## src/rtl/core/wdd_pkg.sv

```systemverilog
// Package for the weighted distance / inner product block.
// Holds payload and control types, field widths and register indexes.
// Used by every module in rtl/core; depends on nothing.
package wdd_pkg;

   localparam int VALUE_WIDTH       = 16;
   localparam int FRAC_BITS         = 8;
   localparam int METRIC_WIDTH      = 48;
   localparam int ACC_WIDTH_DEFAULT = 48;
   localparam int CSR_INDEX_WIDTH   = 1;

   localparam logic [CSR_INDEX_WIDTH-1:0] CSR_METRIC_MODE   = 1'b0;
   localparam logic [CSR_INDEX_WIDTH-1:0] CSR_WEIGHT_ENABLE = 1'b1;

   localparam logic MODE_EUCLID = 1'b0;
   localparam logic MODE_INNER  = 1'b1;

   typedef struct packed {
      logic signed [VALUE_WIDTH-1:0] first_value;
      logic signed [VALUE_WIDTH-1:0] second_value;
      logic signed [VALUE_WIDTH-1:0] weight;
      logic                          last_component;
   } req_payload_type;

   typedef struct packed {
      logic signed [METRIC_WIDTH-1:0] metric_value;
      logic                           overflow;
   } rsp_payload_type;

   typedef enum logic [2:0] {
      S_IDLE,
      S_MUL,
      S_ACC,
      S_ROOT,
      S_EMIT
   } state_type;

   typedef struct packed {
      logic weigh_load;
      logic mul_load;
      logic acc_add;
      logic root_load;
      logic root_step;
      logic out_load;
   } cmd_type;

   typedef struct packed {
      logic last;
      logic mode_inner;
      logic root_last;
   } status_type;

endpackage

```

## src/rtl/core/wdd_ctrl.sv

```systemverilog
// Controller state machine for the weighted distance / inner product block.
// Sequences weighting, multiply, accumulate, square root and result hand-off.
// Depends on wdd_pkg.
module wdd_ctrl (
   input  logic                 clock,
   input  logic                 reset,
   input  logic                 req_valid,
   output logic                 req_stall,
   output logic                 rsp_valid,
   input  logic                 rsp_stall,
   input  wdd_pkg::status_type  status,
   output wdd_pkg::cmd_type     cmd
);

   wdd_pkg::state_type state_ff, state_in;
   logic rsp_valid_ff, rsp_valid_in;
   logic out_free;

   assign out_free = !rsp_valid_ff || !rsp_stall;

   always_comb begin
      state_in = state_ff;
      case (state_ff)
         wdd_pkg::S_IDLE: begin
            if (req_valid) state_in = wdd_pkg::S_MUL;
         end
         wdd_pkg::S_MUL: begin
            state_in = wdd_pkg::S_ACC;
         end
         wdd_pkg::S_ACC: begin
            if (!status.last) state_in = wdd_pkg::S_IDLE;
            else if (status.mode_inner) state_in = wdd_pkg::S_EMIT;
            else state_in = wdd_pkg::S_ROOT;
         end
         wdd_pkg::S_ROOT: begin
            if (status.root_last) state_in = wdd_pkg::S_EMIT;
         end
         wdd_pkg::S_EMIT: begin
            if (out_free) state_in = wdd_pkg::S_IDLE;
         end
         default: begin
            state_in = wdd_pkg::S_IDLE;
         end
      endcase
   end

   always_comb begin
      cmd       = '0;
      req_stall = 1'b1;
      case (state_ff)
         wdd_pkg::S_IDLE: begin
            req_stall      = 1'b0;
            cmd.weigh_load = req_valid;
         end
         wdd_pkg::S_MUL: begin
            cmd.mul_load = 1'b1;
         end
         wdd_pkg::S_ACC: begin
            cmd.acc_add   = 1'b1;
            cmd.root_load = status.last && !status.mode_inner;
         end
         wdd_pkg::S_ROOT: begin
            cmd.root_step = 1'b1;
         end
         wdd_pkg::S_EMIT: begin
            cmd.out_load = out_free;
         end
         default: begin
            req_stall = 1'b1;
         end
      endcase
   end

   assign rsp_valid_in = cmd.out_load || (rsp_valid_ff && rsp_stall);
   assign rsp_valid    = rsp_valid_ff;

   always_ff @(posedge clock) begin
      if (reset) begin
         state_ff     <= wdd_pkg::S_IDLE;
         rsp_valid_ff <= 1'b0;
      end else begin
         state_ff     <= state_in;
         rsp_valid_ff <= rsp_valid_in;
      end
   end

`ifndef SYNTHESIS
   a_no_overwrite: assert property (@(posedge clock) disable iff (reset)
      cmd.out_load |-> !(rsp_valid_ff && rsp_stall))
      else $error("Result register loaded while a stalled result is pending.");

   a_accept_to_mul: assert property (@(posedge clock) disable iff (reset)
      (req_valid && !req_stall) |=> state_ff == wdd_pkg::S_MUL)
      else $error("Accepted request did not move to the multiply step.");

   a_root_euclid: assert property (@(posedge clock) disable iff (reset)
      state_ff == wdd_pkg::S_ROOT |-> !status.mode_inner)
      else $error("Square root running in inner-product mode.");
`endif

endmodule

```

## src/rtl/core/wdd_datapath.sv

```systemverilog
// Datapath for the weighted distance / inner product block.
// Holds configuration, weighting, multiplier, saturating accumulator,
// digit-by-digit square root and the result register. Depends on wdd_pkg.
module wdd_datapath #(
   parameter int ACC_WIDTH = wdd_pkg::ACC_WIDTH_DEFAULT
) (
   input  logic                                     clock,
   input  logic                                     reset,
   input  logic                                     csr_we,
   input  logic [wdd_pkg::CSR_INDEX_WIDTH-1:0]      csr_index,
   input  logic [0:0]                               csr_wdata,
   input  wdd_pkg::req_payload_type                 req_payload,
   input  wdd_pkg::cmd_type                         cmd,
   output wdd_pkg::status_type                      status,
   output wdd_pkg::rsp_payload_type                 rsp_payload
);

   localparam int VW     = wdd_pkg::VALUE_WIDTH;
   localparam int FB     = wdd_pkg::FRAC_BITS;
   localparam int QW     = 2 * VW - FB;
   localparam int DW     = VW + 1;
   localparam int PROD_W = 2 * DW;
   localparam int SUM_W  = ((ACC_WIDTH > PROD_W) ? ACC_WIDTH : PROD_W) + 1;
   localparam int RES_W  = (ACC_WIDTH + 1) / 2;
   localparam int RAD_W  = 2 * RES_W;
   localparam int CNT_W  = $clog2(RES_W);
   localparam int MW     = wdd_pkg::METRIC_WIDTH;

   localparam logic signed [ACC_WIDTH-1:0] ACC_MAX = {1'b0, {(ACC_WIDTH-1){1'b1}}};
   localparam logic signed [ACC_WIDTH-1:0] ACC_MIN = {1'b1, {(ACC_WIDTH-1){1'b0}}};
   localparam logic signed [VW-1:0]        VAL_MAX = {1'b0, {(VW-1){1'b1}}};
   localparam logic signed [VW-1:0]        VAL_MIN = {1'b1, {(VW-1){1'b0}}};

   function automatic logic signed [VW-1:0] weigh(input logic signed [VW-1:0] v,
                                                  input logic signed [VW-1:0] w);
      logic signed [2*VW-1:0] p;
      logic signed [QW-1:0]   q;
      logic signed [VW-1:0]   r;
      p = v * w;
      q = p[2*VW-1:FB];
      if (q > QW'(VAL_MAX)) r = VAL_MAX;
      else if (q < QW'(VAL_MIN)) r = VAL_MIN;
      else r = q[VW-1:0];
      return r;
   endfunction

   logic mode_ff, mode_in;
   logic wen_ff, wen_in;
   logic signed [VW-1:0] wa_ff, wa_in, wb_ff, wb_in;
   logic last_ff, last_in;
   logic signed [PROD_W-1:0] prod_ff, prod_in;
   logic signed [ACC_WIDTH-1:0] acc_ff, acc_in, acc_sum;
   logic sat_ff, sat_in, sat_hit;
   logic [RAD_W-1:0] rad_ff, rad_in;
   logic [RES_W:0] rem_ff, rem_in;
   logic [RES_W-1:0] root_ff, root_in;
   logic [CNT_W-1:0] cnt_ff, cnt_in;
   wdd_pkg::rsp_payload_type out_ff, out_in;

   logic signed [DW-1:0] diff, op_a, op_b;
   logic signed [SUM_W-1:0] sum;
   logic [RES_W+1:0] rem_sh, trial;
   logic signed [63:0] acc_wide;

   always_comb begin
      mode_in = mode_ff;
      wen_in  = wen_ff;
      if (csr_we) begin
         case (csr_index)
            wdd_pkg::CSR_METRIC_MODE:   mode_in = csr_wdata[0];
            wdd_pkg::CSR_WEIGHT_ENABLE: wen_in  = csr_wdata[0];
            default: begin
               mode_in = mode_ff;
            end
         endcase
      end
   end

   always_comb begin
      wa_in   = wa_ff;
      wb_in   = wb_ff;
      last_in = last_ff;
      if (cmd.weigh_load) begin
         last_in = req_payload.last_component;
         if (wen_ff) begin
            wa_in = weigh(req_payload.first_value, req_payload.weight);
            wb_in = weigh(req_payload.second_value, req_payload.weight);
         end else begin
            wa_in = req_payload.first_value;
            wb_in = req_payload.second_value;
         end
      end
   end

   always_comb begin
      diff = DW'(wa_ff) - DW'(wb_ff);
      if (mode_ff == wdd_pkg::MODE_INNER) begin
         op_a = DW'(wa_ff);
         op_b = DW'(wb_ff);
      end else begin
         op_a = diff;
         op_b = diff;
      end
      prod_in = cmd.mul_load ? PROD_W'(op_a * op_b) : prod_ff;
   end

   always_comb begin
      sum = SUM_W'(acc_ff) + SUM_W'(prod_ff);
      sat_hit = 1'b0;
      if (sum > SUM_W'(ACC_MAX)) begin
         acc_sum = ACC_MAX;
         sat_hit = 1'b1;
      end else if (sum < SUM_W'(ACC_MIN)) begin
         acc_sum = ACC_MIN;
         sat_hit = 1'b1;
      end else begin
         acc_sum = sum[ACC_WIDTH-1:0];
      end
      acc_in = acc_ff;
      sat_in = sat_ff;
      if (cmd.acc_add) begin
         acc_in = acc_sum;
         sat_in = sat_ff || sat_hit;
      end else if (cmd.out_load) begin
         acc_in = '0;
         sat_in = 1'b0;
      end
   end

   always_comb begin
      rem_sh  = {rem_ff[RES_W-1:0], rad_ff[RAD_W-1 -: 2]};
      trial   = {root_ff, 2'b01};
      rad_in  = rad_ff;
      rem_in  = rem_ff;
      root_in = root_ff;
      cnt_in  = cnt_ff;
      if (cmd.root_load) begin
         rad_in  = (!acc_sum[ACC_WIDTH-1] && (acc_sum != '0)) ?
                   RAD_W'($unsigned(acc_sum)) : '0;
         rem_in  = '0;
         root_in = '0;
         cnt_in  = '0;
      end else if (cmd.root_step) begin
         rad_in = {rad_ff[RAD_W-3:0], 2'b00};
         cnt_in = cnt_ff + 1'b1;
         if (rem_sh >= trial) begin
            rem_in  = (RES_W+1)'(rem_sh - trial);
            root_in = {root_ff[RES_W-2:0], 1'b1};
         end else begin
            rem_in  = rem_sh[RES_W:0];
            root_in = {root_ff[RES_W-2:0], 1'b0};
         end
      end
   end

   always_comb begin
      acc_wide = 64'(acc_ff);
      out_in   = out_ff;
      if (cmd.out_load) begin
         out_in.overflow = sat_ff;
         if (mode_ff == wdd_pkg::MODE_INNER) out_in.metric_value = acc_wide[MW-1:0];
         else out_in.metric_value = MW'(root_ff);
      end
   end

   assign status.last       = last_ff;
   assign status.mode_inner = (mode_ff == wdd_pkg::MODE_INNER);
   assign status.root_last  = (cnt_ff == CNT_W'(RES_W - 1));
   assign rsp_payload       = out_ff;

   always_ff @(posedge clock) begin
      if (reset) begin
         mode_ff <= 1'b0;
         wen_ff  <= 1'b0;
         acc_ff  <= '0;
         sat_ff  <= 1'b0;
      end else begin
         mode_ff <= mode_in;
         wen_ff  <= wen_in;
         acc_ff  <= acc_in;
         sat_ff  <= sat_in;
      end
   end

   always_ff @(posedge clock) begin
      wa_ff   <= wa_in;
      wb_ff   <= wb_in;
      last_ff <= last_in;
      prod_ff <= prod_in;
      rad_ff  <= rad_in;
      rem_ff  <= rem_in;
      root_ff <= root_in;
      cnt_ff  <= cnt_in;
      out_ff  <= out_in;
   end

`ifndef SYNTHESIS
   a_clear_after_emit: assert property (@(posedge clock) disable iff (reset)
      cmd.out_load |=> (acc_ff == '0) && !sat_ff)
      else $error("Accumulator not cleared after a result was issued.");

   a_root_restart: assert property (@(posedge clock) disable iff (reset)
      cmd.root_load |=> cnt_ff == '0)
      else $error("Square root step count did not restart.");

   a_sat_clamps: assert property (@(posedge clock) disable iff (reset)
      $rose(sat_ff) |-> (acc_ff == ACC_MAX) || (acc_ff == ACC_MIN))
      else $error("Overflow flag set without a clamped accumulator.");
`endif

endmodule

```

## src/rtl/core/weighted_distance_or_dot.sv

```systemverilog
// Weighted Euclidean distance / inner product engine, top level.
// Requests carry one component pair, a Q8.8 weight and a last flag.
// Each request is accepted when req_valid is high and req_stall is low;
// req_stall is low only while the block waits for a request.
// A request is handled in order by accept with weighting, a multiply
// and a saturating accumulate.
// On the last component a response follows. In inner-product mode it is
// loaded in the emit state that follows the accumulate, once the response
// register is free; in distance mode the square root unit resolves one
// result bit per cycle for a (ACC_WIDTH+1)/2-bit root before it is loaded.
// The response register holds rsp_payload stable while rsp_stall is high;
// new requests are still taken then, but the next vector's response waits
// until the register is free.
// Configuration registers are written through csr_we, csr_index and csr_wdata;
// the user must write them only while the block is idle, which the block does not enforce.
// Synchronous reset clears the configuration, the accumulator, the
// overflow flag and any pending response.
// Depends on wdd_pkg, wdd_ctrl and wdd_datapath.
module weighted_distance_or_dot #(
   parameter int ACC_WIDTH = wdd_pkg::ACC_WIDTH_DEFAULT
) (
   input  logic                                clock,
   input  logic                                reset,
   input  logic                                req_valid,
   output logic                                req_stall,
   input  wdd_pkg::req_payload_type            req_payload,
   output logic                                rsp_valid,
   input  logic                                rsp_stall,
   output wdd_pkg::rsp_payload_type            rsp_payload,
   input  logic                                csr_we,
   input  logic [wdd_pkg::CSR_INDEX_WIDTH-1:0] csr_index,
   input  logic [0:0]                          csr_wdata
);

   wdd_pkg::cmd_type    cmd;
   wdd_pkg::status_type status;

   wdd_ctrl u_ctrl (
      .clock     (clock),
      .reset     (reset),
      .req_valid (req_valid),
      .req_stall (req_stall),
      .rsp_valid (rsp_valid),
      .rsp_stall (rsp_stall),
      .status    (status),
      .cmd       (cmd)
   );

   wdd_datapath #(
      .ACC_WIDTH (ACC_WIDTH)
   ) u_datapath (
      .clock       (clock),
      .reset       (reset),
      .csr_we      (csr_we),
      .csr_index   (csr_index),
      .csr_wdata   (csr_wdata),
      .req_payload (req_payload),
      .cmd         (cmd),
      .status      (status),
      .rsp_payload (rsp_payload)
   );

endmodule
```

## config.mk

```make
export PLATFORM = sky130hd
export DESIGN_NAME = weighted_distance_or_dot
export DESIGN_NICKNAME = d
export VERILOG_FILES = /design/src/rtl/core/wdd_pkg.sv /design/src/rtl/core/wdd_ctrl.sv /design/src/rtl/core/wdd_datapath.sv /design/src/rtl/core/weighted_distance_or_dot.sv
export SDC_FILE = /design/constraint.sdc
export NUM_CORES = 2
export LEC_CHECK = 0
export ABC_CLOCK_PERIOD_IN_PS = 14200
export BUFFER_PORTS_ARGS = -buffer_cell sky130_fd_sc_hd__buf_2
export CAP_MARGIN = 40
export CORE_ASPECT_RATIO = 1.2
export CORE_UTILIZATION = 45
export DETAILED_ROUTE_END_ITERATION = 10
export GPL_ROUTABILITY_DRIVEN = 0
export PLACE_DENSITY = 0.57
export SKIP_CTS_REPAIR_TIMING = 1
export SLEW_MARGIN = 10
export SYNTH_ARGS = -nofsm -noshare
export SYNTH_HDL_FRONTEND = slang
export SYNTH_SLANG_ARGS = --single-unit
export TNS_END_PERCENT = 20
```

## constraint.sdc

```tcl
create_clock -name clock -period 14.2 [get_ports clock]
set_input_delay 2.13 -clock clock [delete_from_list [all_inputs] [get_ports clock]]
set_output_delay 2.13 -clock clock [all_outputs]
set_load 0.02 [all_outputs]
```

# Word-level counts from Yosys, hierarchy flattened
# Index checks and enable logic that the tools add are counted.
# Widths: inputs -> output; s select.
# totals
register_bits,272
latch_bits,0
ramBits,0
mem_bits_ro,0
in_bits,56
out_inout_bits,51
word_cells,91
mem_count,0
# op_classes
n_addsub,4
n_mul,3
n_div,0
order_cmp,7
eq_ne,8
shift,0
n_mux,34
bitwise,1
n_reduce_logical,17
# ops
operator,n
$mux 48,7
$mux 16,6
$mul 16x16->32,2
$add 48x34->49,1
$gt 49x48->1 const B,1
$lt 49x48->1 const B,1
$gt 24x16->1 const B,2
$lt 24x16->1 const B,2
$mux 24,2
$reduce_bool 48->1,1
$mul 17x17->34,1
$mux 17,2
$ge 26x26->1,1
$sub 24x24->24,1
$sub 16x16->17,1
$mux 3,5
$pmux 3 s5,1
$mux 1,10
$eq 3x2->1 const B,2
$add 5x1->5 const B,1
$eq 5x5->1 const B,1
$logic_not 1->1,4
$ne 2x2->1 const B,2
$reduce_and 2->1,2
other kinds (10),15

# Logic depth before layout (Yosys ltp)
# logic_depth
depth_word,8
depth_mapped,42
depth_no_buf,40

# Hierarchy
# From an unflattened synthesis, not the netlist that was laid out.
# unflattened
cells_unflattened,5016
hier_area_um2,45790.2
# modules_own_cells
mod,n_inst,cells_per_inst,area_each_um2
wdd_datapath,1,4988,45558.7
wdd_ctrl,1,28,231.5

# Least setup slack after synthesis
# Ideal clock, no wire load.
# synth_path
path_kind,input -> register
from,input port req_payload[32] (netlist name)
to,register u_datapath.wb_ff[10] (data pin)
setup_time_ps,270
arrival_ps,8862
required_time_ps,13930
path_slack_ps,5068
stages,26
path_buffers,2
cell_sequence,clkbuf_1 > nand2_1 > fa_1 > inv_1 > fa_1 > fa_1 > fa_1 > fa_1 > inv_1 > fa_1 > inv_1 > ha_1 > a21o_1 > a21oi_1 > inv_1 > or3_1 > o221ai_1 > o21ai_0 > o311a_1 > a311oi_1 > a21oi_1 > o211a_1 > nor4b_1 > a21o_1 > buf_1 > a21oi_1
# synth_via
elab_chain_cells,5
word_cells_on_any_way,6
classes_between,mul: 1; order compare: 2; mux: 3
# synth_lines
item,line,text
start: declaration,weighted_distance_or_dot.sv:26,"input wdd_pkg::req_payload_type req_payload,"
$mul 16x16->32 (*),wdd_datapath.sv:39,p = v * w;
$lt 24x16->1,wdd_datapath.sv:42,else if (q < QW'(VAL_MIN)) r = VAL_MIN;
$mux 16,wdd_datapath.sv:42,
$mux 16 (*),wdd_datapath.sv:41,if (q > QW'(VAL_MAX)) r = VAL_MAX;
$mux 16 (*),wdd_datapath.sv:85,if (wen_ff) begin
end signal: assignment,wdd_datapath.sv:187,wb_ff <= wb_in;
end: declaration,wdd_datapath.sv:49,"logic signed [VW-1:0] wa_ff, wa_in, wb_ff, wb_in;"
# Mark *: on every way between the ends. The rest lies on a longest branch, timed or not.
# A chain may end at the register's enable or synchronous reset.

# Worst setup path in the final report
# layout_path
from,register u_datapath.wb_ff[0]
to,register u_datapath.prod_ff[33] (data pin)
# layout_via
elab_chain_cells,3
word_cells_on_any_way,4
classes_between,add/sub: 1; mul: 1; mux: 2
# layout_lines
item,line,text
$sub 16x16->17,wdd_datapath.sv:96,diff = DW'(wa_ff) - DW'(wb_ff);
$mux 17,wdd_datapath.sv:97,if (mode_ff == wdd_pkg::MODE_INNER) begin
$mul 17x17->34 (*),wdd_datapath.sv:104,prod_in = cmd.mul_load ? PROD_W'(op_a * op_b) : prod_ff;
end signal: assignment,wdd_datapath.sv:189,prod_ff <= prod_in;
end: declaration,wdd_datapath.sv:51,"logic signed [PROD_W-1:0] prod_ff, prod_in;"
# Marks and branches as above.

==> run_results.csv <==
group,metric,value,unit
outcome,run_status,"finished, final reports clean",
grt,grt_pass1_wl,188,mm
floorplanning,die_w,291,um
setup_path,crit_type,"flip-flop to flip-flop",
setup_path,reg2regPathDepth,38,
setup_path,critPathLaunchType,"flip-flop",
clock_tree,cts_tree,"yes",
setup_path,crit_family,"compound AO/OA/AOI/OAI gates",
route,drt-initial-drc-count,1502,
logic_synthesis,synth_top_area_share,0.365,
final_layout,area_growth_syn_to_layout,6.52,%
placed_design,io_buffer_count,106,
setup_path,end_kind,"flip-flop",
clock_tree,numCtsBuffers,30,
route,wl_met2,62.0,mm
setup_path,r2r_start,"u_datapath.wb_ff[0]",
floorplanning,rows,126,
final_layout,finish.instance_area,47900,um^2
grt,grt_pass1_vias,35202,
timing,finalSetupViolCount,0,
timing,setup_tns,0,ns
final_layout,final_cells,6289,
logic_synthesis,synth.largest_area_cell,"fa_1",
placed_design,dp_cells,6230,
logic_synthesis,ys_top_cells_by_area,"fa_1 (37%), edfxtp_1 (11%), ha_1 (9.3%)",
logic_synthesis,yosys-top-cells-count,"inv_1 (1018), fa_1 (820), nand2_1 (605), nor2_1 (354), ha_1 (334)",
logic_synthesis,synthDistinctLibCells,75,
route,wl_met1,46.7,mm
timing,worstMarginPinSlew,0.928,ns
timing,max_slew_margin,0.382,
clock_tree,clockRootBuffer,"clkbuf_16",
logic_synthesis,syn_nets,6201,
logic_synthesis,ys_async_sr_fraction,0,
placed_design,postPlaceCellArea,46900,um^2
setup_path,crit_start,"u_datapath.wb_ff[0]",
setup_path,required,14.53,ns
logic_synthesis,syn_area,45000,um^2
floorplanning,die_y,348,um
setup_path,crit_buf_inv,3,
clock_tree,clk_latency,0.62,ns
min_path,worst_hold_path.num_cells,0,
floorplanning,die_area,101000,um^2
logic_synthesis,syn_avg_cell_area,9.01,um^2
floorplanning,initial_utilization,0.456,
logic_synthesis,ys_ff_latch,272,
clock_tree,clkTransAtPathRegs,0.06,ns
clock_tree,clock_sinks,272,
timing,finalClockSkew,0.0280,ns
timing,fin_crit_sh,0.719,
grt,grt_max_degree,79,
min_path,hp-class,"flip-flop to flip-flop",
route,num_vias,32947,
floorplanning,io_pins,107,
logic_synthesis,synth_edf_count,164,
timing,whs,0.448,ns
clock_tree,max-clock-path-buffers,3,
route,routed_wirelength,116,mm
timing,clock.fmax,98.0,MHz
final_layout,nNetsFinal,6192,
final_layout,nFillCells,9556,
route,routed.top_layer,"met4",
setup_path,crit_slowest_cell,"nand3_1",
final_layout,multiInputGateArea,33400,um^2
grt,overflow,0,
placed_design,dp_hpwl,92.5,mm
setup_path,critPathMaxStageDelay,0.52,ns
final_layout,drive_gt1_frac,0.0479,
final_layout,ff_latch_area,7090,um^2
timing,slew_viol_final,0,
run,cap_violations,0,
clock_tree,h-tree-depth,1,
route,firstDrtPassIters,6,
route,ant_nets,0,
grt,track_usage,0.235,
route,wire_per_inst,18.4,um
route,wl_met3,3.40,mm
logic_synthesis,ys.warnings.count,0,
timing,min_period,10.20,ns
setup_path,worst_ep_arrival_time,10.54,ns
setup_path,crit_path_max_fanout,10,
route,route.detailed.drc,0,
setup_path,r2r_end,"u_datapath.prod_ff[33]",
min_path,worstHoldEndpoint,"u_datapath.rsp_payload[0]",
logic_synthesis,ys_seq_area_frac,0.158,
min_path,hp-start,"u_datapath.sat_ff",
setup_path,reg2reg_slack,4.00,ns
grt,antenna_found_initial,5,
logic_synthesis,synthFlopType,"edfxtp_1",
timing,rsz0062_at_grt,"false",
logic_synthesis,yosysMostFrequentCell,"inv_1",
route,via_per_inst,5.24,
timing,finalHoldViolations,0,
floorplanning,core,98700,um^2
logic_synthesis,netlist_instances,4991,
==> area by class of cell <==
| class | count | share of cell area |
|---|---|---|
| clock buffers | 42 | 0.0179 |
| clock inverters | 14 | 0.00327 |
| well taps | 1280 | 0.0334 |
| flip-flops and latches | 272 | 0.148 |
| multi-input cells | 3504 | 0.697 |
| repair buffers | 155 | 0.0200 |
| diodes | 3 | 0.000157 |
| inverters | 1019 | 0.0799 |
==> logic make-up after synthesis <==
kind of cell    after synthesis  synth area share
fa+ha+maj                  1154             0.458
simple gates               1477             0.150
buf+inv                    1215             0.102
flops                       272             0.158
xor+xnor                    163            0.0319
mux                          10           0.00228
compound gates              700            0.0983
==> layout by cell type, fill, tap and decap left out, drive strengths merged, types with 78 or more instances in the layout <==
master / n
inv: 1020
fa: 820
nand2: 605
nor2: 354
ha: 334
and2: 272
o21ai: 194
a21oi: 192
edfxtp: 164
buf: 155
xnor2: 114
dfxtp: 108
a21o: 78
==> worst max-delay path by stage <==
stage | end | slack [ns] | depth (start not counted)
floorplan | u_datapath.wb_ff[10] | 5.07 | 26
detailed placement | u_datapath.wb_ff[10] | 3.64 | 26
global placement | u_datapath.wb_ff[3] | 3.69 | 26
global route | u_datapath.prod_ff[33] | 3.36 | 38
finish | u_datapath.prod_ff[33] | 4.00 | 38
CTS | u_datapath.prod_ff[33] | 4.02 | 38
==> through the flow <==
stage | worst slack (ns) | util
2_1_floorplan | 5.07 | -
3_3_place_gp | 3.69 | 0.474
3_5_place_dp | 3.64 | 0.475
4_1_cts | 4.02 | 0.485
5_1_grt | 3.36 | 0.485
6_report | 4.00 | 0.485
==> routing by layer <==
metal	GRT usage	up-vias
met5	0	-
met4	0.0721	0
met3	0.0161	169
met2	0.453	607
met1	0.275	16658
li1	-	15513
==> state kept, by name (all words and copies together), names as in the netlist <==
name,flops
u_datapath.prod_ff,34
u_datapath.mode_ff,1
u_datapath.wen_ff,1
u_datapath.wb_ff,16
u_datapath.wa_ff,16
u_ctrl.state_ff,3
u_datapath.rem_ff,24
u_datapath.cnt_ff,5
u_datapath.acc_ff,48
u_datapath.rad_ff,48
u_datapath.sat_ff,1
u_datapath.root_ff,24
u_datapath.last_ff,1
u_datapath.rsp_payload,49
u_ctrl.rsp_valid,1
Power is not shown: default switching activity piles up to over one toggle a cycle in this logic, so the estimate is an artifact.
